<file path="config.mk">
export PLATFORM = sky130hd
export DESIGN_NAME = stx_length_etx_lrc_deframer_core
export DESIGN_NICKNAME = d
export VERILOG_FILES = /design/src/design/sledf_pkg.sv /design/src/design/sledf_engine.sv /design/src/design/stx_length_etx_lrc_deframer_core.sv
export SDC_FILE = /design/constraint.sdc
export NUM_CORES = 1
export LEC_CHECK = 0
export BUFFER_PORTS_ARGS = -buffer_cell sky130_fd_sc_hd__buf_4
export CORE_ASPECT_RATIO = 0.8
export CORE_MARGIN = 5
export CORE_UTILIZATION = 56
export DETAILED_ROUTE_END_ITERATION = 7
export PLACE_DENSITY_LB_ADDON = 0.15
export SLEW_MARGIN = 20
export SYNTH_ARGS = -nofsm -noshare
export SYNTH_HDL_FRONTEND = slang
export SYNTH_SLANG_ARGS = --single-unit
</file>
<file path="constraint.sdc">
create_clock -name aclk -period 7.3 [get_ports aclk]
set_clock_uncertainty 0.15 [all_clocks]
set_input_delay 0.365 -clock aclk [delete_from_list [all_inputs] [get_ports aclk]]
set_output_delay 0.365 -clock aclk [all_outputs]
set_load 0.005 [all_outputs]
</file>
<file path="src/design/sledf_pkg.sv">
package sledf_pkg;

    // Default for the compile-time ceiling on the frame byte count
    localparam int MAX_FRAME_DEF = 4096;

    // Field widths
    localparam int CNT_W = 13;
    localparam int LEN_W = 16;
    localparam int TICK_W = 16;
    localparam int CFG_IDX_W = 2;
    localparam int CFG_DATA_W = 16;

    // Request codes
    localparam logic [1:0] REQ_BYTE = 2'd0;
    localparam logic [1:0] REQ_TICK = 2'd1;
    localparam logic [1:0] REQ_CANCEL = 2'd2;

    // Result kinds
    localparam logic [1:0] KIND_PAYLOAD = 2'd0;
    localparam logic [1:0] KIND_OK = 2'd1;
    localparam logic [1:0] KIND_ERR = 2'd2;

    // Error codes
    localparam logic [2:0] ERR_NONE = 3'd0;
    localparam logic [2:0] ERR_FRAME = 3'd1;
    localparam logic [2:0] ERR_OVERFLOW = 3'd2;
    localparam logic [2:0] ERR_TIMEOUT = 3'd3;
    localparam logic [2:0] ERR_CANCEL = 3'd4;

    // Configuration register indexes
    localparam logic [CFG_IDX_W-1:0] CFG_MAX_FRAME = 2'd0;
    localparam logic [CFG_IDX_W-1:0] CFG_HUNT_TIMEOUT = 2'd1;
    localparam logic [CFG_IDX_W-1:0] CFG_START_BYTE = 2'd2;
    localparam logic [CFG_IDX_W-1:0] CFG_END_BYTE = 2'd3;

    // Configuration reset values
    localparam logic [CNT_W-1:0] MAX_FRAME_BYTES_RST = 13'd1024;
    localparam logic [TICK_W-1:0] HUNT_TIMEOUT_RST = 16'd3000;
    localparam logic [7:0] START_BYTE_RST = 8'd2;
    localparam logic [7:0] END_BYTE_RST = 8'd3;

    typedef struct packed {
        logic [1:0] req_type;
        logic [7:0] rx_byte;
    } in_item_t;

    typedef struct packed {
        logic [1:0]       result_kind;
        logic [7:0]       payload_byte;
        logic [LEN_W-1:0] frame_length;
        logic [2:0]       error_code;
    } out_item_t;

    // Settings seen by the frame engine
    typedef struct packed {
        logic [CNT_W-1:0]  limit;
        logic [TICK_W-1:0] hunt_timeout;
        logic [7:0]        start_byte;
        logic [7:0]        end_byte;
    } eng_cfg_t;

    typedef struct packed {
        logic      valid;
        out_item_t item;
    } eng_res_t;

endpackage

</file>
<file path="src/design/sledf_engine.sv">
module sledf_engine
    import sledf_pkg::*;
(
    input  logic      aclk,
    input  logic      aresetn,
    input  logic      go,
    input  in_item_t  item,
    input  eng_cfg_t  cfg,
    output eng_res_t  res
);

    logic              in_frame_reg, in_frame_next;
    logic [CNT_W-1:0]  count_reg, count_next;
    logic [LEN_W-1:0]  len_reg, len_next;
    logic [7:0]        lrc_reg, lrc_next;
    logic              endok_reg, endok_next;
    logic [TICK_W-1:0] ticks_reg, ticks_next;

    logic [TICK_W-1:0] ticks_inc;
    logic [LEN_W:0]    idx_ext;
    logic [LEN_W:0]    len_ext;

    assign ticks_inc = (ticks_reg == '1) ? ticks_reg : ticks_reg + 1'b1;
    assign idx_ext = {{(LEN_W + 1 - CNT_W){1'b0}}, count_reg};

    always_comb begin
        in_frame_next = in_frame_reg;
        count_next = count_reg;
        len_next = len_reg;
        lrc_next = lrc_reg;
        endok_next = endok_reg;
        ticks_next = ticks_reg;
        res = '0;
        len_ext = '0;

        if (!in_frame_reg) begin
            case (item.req_type)
                REQ_TICK: begin
                    if (ticks_inc >= cfg.hunt_timeout) begin
                        ticks_next = '0;
                        res.valid = 1'b1;
                        res.item.result_kind = KIND_ERR;
                        res.item.error_code = ERR_TIMEOUT;
                    end else begin
                        ticks_next = ticks_inc;
                    end
                end
                REQ_CANCEL: begin
                    ticks_next = '0;
                    res.valid = 1'b1;
                    res.item.result_kind = KIND_ERR;
                    res.item.error_code = ERR_CANCEL;
                end
                REQ_BYTE: begin
                    if (item.rx_byte == cfg.start_byte) begin
                        if (cfg.limit == '0) begin
                            ticks_next = '0;
                            res.valid = 1'b1;
                            res.item.result_kind = KIND_ERR;
                            res.item.error_code = ERR_OVERFLOW;
                        end else begin
                            in_frame_next = 1'b1;
                            count_next = CNT_W'(1);
                            len_next = '0;
                            lrc_next = '0;
                            endok_next = 1'b0;
                        end
                    end
                end
                default: ;
            endcase
        end else if (item.req_type == REQ_BYTE) begin
            if (count_reg >= cfg.limit) begin
                // would exceed the byte limit
                in_frame_next = 1'b0;
                count_next = '0;
                len_next = '0;
                lrc_next = '0;
                endok_next = 1'b0;
                ticks_next = '0;
                res.valid = 1'b1;
                res.item.result_kind = KIND_ERR;
                res.item.error_code = ERR_OVERFLOW;
            end else begin
                count_next = count_reg + 1'b1;
                lrc_next = lrc_reg ^ item.rx_byte;
                if (count_reg == CNT_W'(1)) begin
                    len_next = {item.rx_byte, 8'h00};
                end else if (count_reg == CNT_W'(2)) begin
                    len_next = {len_reg[LEN_W-1:8], item.rx_byte};
                end
                len_ext = {1'b0, len_next};
                if (idx_ext == len_ext + 17'd2) begin
                    endok_next = (item.rx_byte == cfg.end_byte);
                end
                if (idx_ext == len_ext + 17'd3) begin
                    // last byte: check end marker and LRC, then hunt again
                    res.valid = 1'b1;
                    if (endok_next && lrc_next == 8'h00) begin
                        res.item.result_kind = KIND_OK;
                        res.item.frame_length = len_next;
                    end else begin
                        res.item.result_kind = KIND_ERR;
                        res.item.error_code = ERR_FRAME;
                    end
                    in_frame_next = 1'b0;
                    count_next = '0;
                    len_next = '0;
                    lrc_next = '0;
                    endok_next = 1'b0;
                    ticks_next = '0;
                end else if (count_reg >= CNT_W'(3) && idx_ext <= len_ext + 17'd1) begin
                    res.valid = 1'b1;
                    res.item.result_kind = KIND_PAYLOAD;
                    res.item.payload_byte = item.rx_byte;
                end
            end
        end
    end

    always_ff @(posedge aclk) begin
        if (!aresetn) begin
            in_frame_reg <= 1'b0;
            count_reg <= '0;
            len_reg <= '0;
            lrc_reg <= '0;
            endok_reg <= 1'b0;
            ticks_reg <= '0;
        end else if (go) begin
            in_frame_reg <= in_frame_next;
            count_reg <= count_next;
            len_reg <= len_next;
            lrc_reg <= lrc_next;
            endok_reg <= endok_next;
            ticks_reg <= ticks_next;
        end
    end

endmodule

</file>
<file path="src/design/stx_length_etx_lrc_deframer_core.sv">
// A result reaches m_valid through the input register and then the output register, or the skid entry when stalled.
// Throughput: one transaction per cycle while the skid entry is empty; the frame engine steps once per transaction.
// The output register plus a one-entry skid buffer keep s_ready free of m_ready.
// Reset: synchronous, active low; clears the frame state, the valid flags and
// returns the configuration registers to their defaults.
module stx_length_etx_lrc_deframer_core
    import sledf_pkg::*;
#(
    parameter int MAX_FRAME = MAX_FRAME_DEF
) (
    input  logic                  aclk,
    input  logic                  aresetn,
    // input transactions
    input  logic                  s_valid,
    output logic                  s_ready,
    input  in_item_t              s_item,
    // result transactions
    output logic                  m_valid,
    input  logic                  m_ready,
    output out_item_t             m_item,
    // configuration writes
    input  logic                  cfg_valid,
    output logic                  cfg_ready,
    input  logic [CFG_IDX_W-1:0]  cfg_index,
    input  logic [CFG_DATA_W-1:0] cfg_data
);

    // Ceiling from the parameter, clipped to what the count register can hold
    localparam logic [CNT_W-1:0] MAX_CLIP =
        (MAX_FRAME < (2 ** CNT_W) - 1) ? CNT_W'(MAX_FRAME) : '1;

    // Configuration registers
    logic [CNT_W-1:0]  max_frame_reg;
    logic [TICK_W-1:0] hunt_timeout_reg;
    logic [7:0]        start_byte_reg;
    logic [7:0]        end_byte_reg;

    // Input stage
    logic      in_valid_reg, in_valid_next;
    in_item_t  in_item_reg;

    // Output register and skid entry
    logic      out_valid_reg, out_valid_next;
    out_item_t out_item_reg, out_item_next;
    logic      skid_valid_reg, skid_valid_next;
    out_item_t skid_item_reg, skid_item_next;

    logic      proc_go;
    logic      drain;
    logic      new_res;
    eng_cfg_t  eng_cfg;
    eng_res_t  eng_res;

    // Configuration writes are always taken
    assign cfg_ready = 1'b1;

    always_ff @(posedge aclk) begin
        if (!aresetn) begin
            max_frame_reg <= MAX_FRAME_BYTES_RST;
            hunt_timeout_reg <= HUNT_TIMEOUT_RST;
            start_byte_reg <= START_BYTE_RST;
            end_byte_reg <= END_BYTE_RST;
        end else if (cfg_valid && cfg_ready) begin
            case (cfg_index)
                CFG_MAX_FRAME:    max_frame_reg <= cfg_data[CNT_W-1:0];
                CFG_HUNT_TIMEOUT: hunt_timeout_reg <= cfg_data[TICK_W-1:0];
                CFG_START_BYTE:   start_byte_reg <= cfg_data[7:0];
                CFG_END_BYTE:     end_byte_reg <= cfg_data[7:0];
                default: ;
            endcase
        end
    end

    // Effective limit is the smaller of the register and the ceiling
    assign eng_cfg.limit = (max_frame_reg > MAX_CLIP) ? MAX_CLIP : max_frame_reg;
    assign eng_cfg.hunt_timeout = hunt_timeout_reg;
    assign eng_cfg.start_byte = start_byte_reg;
    assign eng_cfg.end_byte = end_byte_reg;

    // Advance the held transaction whenever the skid entry is free; the
    // output side then always has room for one new result.
    assign proc_go = in_valid_reg && !skid_valid_reg;
    assign s_ready = !in_valid_reg || proc_go;

    always_comb begin
        in_valid_next = in_valid_reg;
        if (s_valid && s_ready) begin
            in_valid_next = 1'b1;
        end else if (proc_go) begin
            in_valid_next = 1'b0;
        end
    end

    always_ff @(posedge aclk) begin
        if (s_valid && s_ready) begin
            in_item_reg <= s_item;
        end
    end

    sledf_engine u_engine (
        .aclk    (aclk),
        .aresetn (aresetn),
        .go      (proc_go),
        .item    (in_item_reg),
        .cfg     (eng_cfg),
        .res     (eng_res)
    );

    assign drain = out_valid_reg && m_ready;
    assign new_res = proc_go && eng_res.valid;

    always_comb begin
        out_valid_next = out_valid_reg;
        out_item_next = out_item_reg;
        skid_valid_next = skid_valid_reg;
        skid_item_next = skid_item_reg;
        // drain: move the skid entry up, or empty the output register
        if (drain) begin
            if (skid_valid_reg) begin
                out_item_next = skid_item_reg;
                skid_valid_next = 1'b0;
            end else begin
                out_valid_next = 1'b0;
            end
        end
        // land a new result in the output register, or park it in the skid entry
        if (new_res) begin
            if (!out_valid_reg || drain) begin
                out_valid_next = 1'b1;
                out_item_next = eng_res.item;
            end else begin
                skid_valid_next = 1'b1;
                skid_item_next = eng_res.item;
            end
        end
    end

    always_ff @(posedge aclk) begin
        if (!aresetn) begin
            in_valid_reg <= 1'b0;
            out_valid_reg <= 1'b0;
            skid_valid_reg <= 1'b0;
        end else begin
            in_valid_reg <= in_valid_next;
            out_valid_reg <= out_valid_next;
            skid_valid_reg <= skid_valid_next;
        end
    end

    always_ff @(posedge aclk) begin
        out_item_reg <= out_item_next;
        skid_item_reg <= skid_item_next;
    end

    assign m_valid = out_valid_reg;
    assign m_item = out_item_reg;

endmodule

</file>
==> results.rst <==
.. list-table::
   :header-rows: 1

   * - Metric
     - Value
   * - Outcome
     - completed
   * - Wire length of the first global-routing pass
     - between 40 and 50 mm
   * - Sequential cell area fraction in the yosys report
     - 36.8%
   * - Pleak
     - just under 0.005 µW
   * - Hold/Removal Path Class
     - input pin to flip-flop
   * - Total CTS buffers
     - 17
   * - Kind of end point of the critical path
     - flip-flop
   * - Sort of element at the start of the critical path
     - flip-flop
   * - Number of synthesis warnings
     - 0
   * - Number of antenna violations at the first check in global routing
     - 0
   * - Destination of the critical timing path
     - m_item[3]
   * - Source of the worst register-to-register timing path
     - u_engine.count_reg[1]
   * - Final global-route overflow total
     - 0
   * - NumNets Final
     - 1344
   * - Average wire per standard cell
     - between 20 and 25 µm
   * - Number of buffers on the longest clock path
     - 2
   * - Register clock-pin slew on the reported worst setup and hold paths
     - 0.08 ns
   * - Number of max-slew violations in the final report
     - 0
   * - Worst-margin pin slew
     - approximately 1.1 ns
   * - Non-filler cells, final
     - 1502
   * - Length in cells of the worst reg-to-reg path
     - 26
   * - Arrival @ worst endpoint
     - 6.77 ns
   * - Launch point of the worst path
     - u_engine.count_reg[1]
   * - Placer congestion estimate
     - 0.998
   * - Antenna diodes
     - 0
   * - Layout-stage area growth over the synthesis result
     - 14.2%
   * - CTS tree
     - built
   * - Total instance count after detailed placement
     - 1458
   * - Final min period
     - 6.58 ns
   * - Mapped Cells
     - between 1000 and 1500
   * - Fin. Hold Viols
     - 0
   * - Post-Synthesis Cell Area
     - 10400 µm²
   * - Violation count after the first detailed-route iteration
     - 1202
   * - Part of the total power dissipated in sequential elements
     - 47.7%
   * - Max-cap violation count
     - 0
   * - Worst EP required
     - 7.49 ns
   * - Area used by multi-input combinational logic
     - 6100 µm²
   * - Crit path max fanout
     - 15
   * - Flip-flop and latch count after synthesis
     - 171
   * - Top-Level Pins
     - 65
   * - Power density relative to cell area
     - 178 nW/µm²
   * - Setup repair after global routing missed its margin
     - no
   * - Worst slew margin relative to its limit
     - 25.5%
   * - Vertical extent of the die
     - approximately 130 µm
   * - Buffer type at the clock tree root
     - clkbuf_16
   * - Initial Utilization
     - 57.0%
   * - Number of vias per cell after detailed routing
     - 6.25
   * - Number of remaining DRC errors
     - 0
   * - Clock Latency Late Sink
     - 0.45 ns
   * - Routed vias
     - between 9000 and 10000
   * - Clock Sink Count
     - about 170
   * - Die Area
     - 21300 µm²
   * - Reported net switching power
     - 582 µW
   * - Max VDD drop
     - 123 µV
   * - Design internal power
     - 1520 µW
   * - Gr usage total
     - between 20% and 30%
   * - Chip width
     - 162 µm
   * - Antenna violation net count after detailed routing
     - 0
   * - Mean instance size in the synthesized netlist
     - 8.57 µm²
   * - Core ar.
     - 18200 µm²
   * - Number of global-route vias before repair
     - between 8000 and 9000
   * - Count of port buffers added during placement
     - 63
   * - Register-to-register path setup slack
     - between 0.7 and 0.8 ns
   * - Distinct cell type count of the synthesized netlist
     - 70
   * - Number of enable flip-flop cells after synthesis
     - 39
   * - CTS H-tree lvls
     - 4
   * - Total of endpoints with negative setup slack in the final report
     - 0
   * - Share of synthesized flip-flops with an asynchronous set or reset
     - 0%
   * - Postcts setup bufs
     - 0
   * - Detailed-router iteration count before antenna repair
     - 6
   * - Share of final-layout standard cells stronger than drive strength 1
     - between 10 and 15%
   * - Combined flip-flop and latch cell area
     - around 3800 µm²
   * - Leading register cell type out of synthesis
     - dfxtp_1
   * - Sum of routed wire length over all layers
     - 30.8 mm
   * - Fmax
     - 152 MHz
   * - Sw Share
     - 27.8%
   * - Setup_tns
     - 0 ns
   * - Final cycle utilization of the critical path
     - between 90% and 100%
   * - Pin count of the biggest net entering global routing
     - 50
   * - Post-route worst hold slack
     - approximately 0.013 ns
   * - Fill cell instance count of the final layout
     - approximately 1500
   * - Portion of total power attributed to the clock network
     - between 40% and 50%
   * - Cell row count
     - 44
   * - Critical Setup Path Class
     - flip-flop to flip-flop
   * - Detailed Place HPWL
     - 22.0 mm
   * - Reg-to-reg endpoint
     - m_item[3]
   * - Proportion of power drawn by combinational gates
     - 6.7%
-- power by group through the flow --
| stage | Clock [µW] | Sequential [µW] | Combinational [µW] |
|---|---|---|---|
| after floorplan | 0 | 1010 | 81.0 |
| after global placement | 0 | 1020 | 131 |
| after detailed placement | 0 | 1020 | 132 |
| after CTS | 965 | 1000 | 138 |
| after global routing | 1010 | 1000 | 153 |
| final | 957 | 1000 | 140 |
-- how the worst min path moves through the flow --
stage                                   start              endpoint  slack (ns)  depth (start not counted)
after global routing             cfg_data[13]  hunt_timeout_reg[13]        0.01                          3
after detailed placement  u_engine.len_reg[6]   u_engine.len_reg[6]        0.30                          2
after CTS                        cfg_data[14]  hunt_timeout_reg[14]       0.008                          3
final                            cfg_data[15]  hunt_timeout_reg[15]        0.01                          3
after global placement    u_engine.len_reg[6]   u_engine.len_reg[6]        0.29                          2
after floorplan           u_engine.len_reg[1]   u_engine.len_reg[1]        0.28                          2
-- cells by family after synthesis --
logic type,synth area share (%)
other,0.0726
flip-flops,36.8
multiplexers,6.60
buffers and inverters,4.58
AO/OA/AOI/OAI,16.3
AND/OR/NAND/NOR,22.2
adder cells (fa/ha/maj),6.29
XOR/XNOR,7.11
-- Yosys cell counts (all sizes together), types with 7 or more instances --
cell type	instances	share of area [%]
nor4b	8	0.68
inv	39	1.4
nand3	46	2.2
o21ai	46	2.2
mux2	10	1.1
and2	17	1.0
a31oi	23	1.4
ha	52	6.3
dfxtp	132	26
o211ai	11	0.80
nand4	47	2.8
or3	7	0.42
buf	23	1.3
mux2i	57	5.5
a22o	8	0.68
clkbuf	51	1.8
a21o	14	1.0
a21oi	94	4.5
or2	10	0.60
edfxtp	39	11
nand2	166	6.0
xor2	50	4.2
nor2	71	2.6
a31o	14	1.2
and3	9	0.54
a211oi	7	0.63
nand2b	10	0.60
nor3	17	0.82
xnor2	34	2.9
nor4	17	1.5
-- placed cells by master, fill, tap and decap left out, drive strengths merged, types with 39 or more instances in the layout --
master / Yosys / routed
xor2: 50 / 50
o21ai: 46 / 46
ha: 52 / 52
edfxtp: 39 / 39
nand2: 166 / 166
inv: 39 / 50
buf: 23 / 93
nor2: 71 / 71
dfxtp: 132 / 132
nand3: 46 / 46
nand4: 47 / 47
a21oi: 94 / 94
mux2i: 57 / 57
-- critical path: stages, from the launching register on --
cell and delay, ns:
dfxtp_1 0.45, inv_1 0.14, ha_1 0.25, or4b_2 0.65, nor4_4 0.30, nand2_1 0.12, and2_1 0.27, inv_1 0.23
ha_1 0.25, inv_1 0.05, a221o_1 0.33, nor3_1 0.38, nand2_1 0.12, xnor2_1 0.16, ha_1 0.33, a21o_1 0.11
a21o_1 0.10, a21oi_1 0.05, o21ai_0 0.08, a21oi_1 0.06, a41o_1 0.24, o31a_1 0.33, nor4b_1 0.53, a211oi_4 0.14
and2_1 0.20, buf_4 0.20, a31o_2 0.26
-- stage by stage --
stage / utilization [%] / total power, µW / setup WS (ns) / instance area, µm²
floorplan: - / 1090 / 0.865 / 10400
global placement: 60.9 / 1150 / 0.951 / 11100
detailed placement: 60.9 / 1160 / 0.785 / 11100
CTS: 65.0 / 2100 / 0.765 / 11800
global route: 65.0 / 2170 / 0.255 / 11800
finish: 65.0 / 2100 / 0.723 / 11800
-- layout make-up --
class,count,area share (%)
multi-input combinational,924,51.6
sequential,171,32.3
timing repair buffer,105,7.14
clock buffer,17,3.60
tap,230,2.44
clock inverter,15,1.66
inverter,40,1.27
-- timing repair --
action	CTS	global route
endpoints found under the hold margin	12	0
resized for setup	0	0
hold buffers	12	0
-- metal layers --
layer,vias up,track usage (%),share of wire [%]
met4,0,7.61,2.2
met2,454,42.5,43
met1,4416,42.6,46
met3,59,6.01,9.1
met5,-,0,0
li1,4466,-,-
Note: power is estimated with default switching activity, not from simulation.
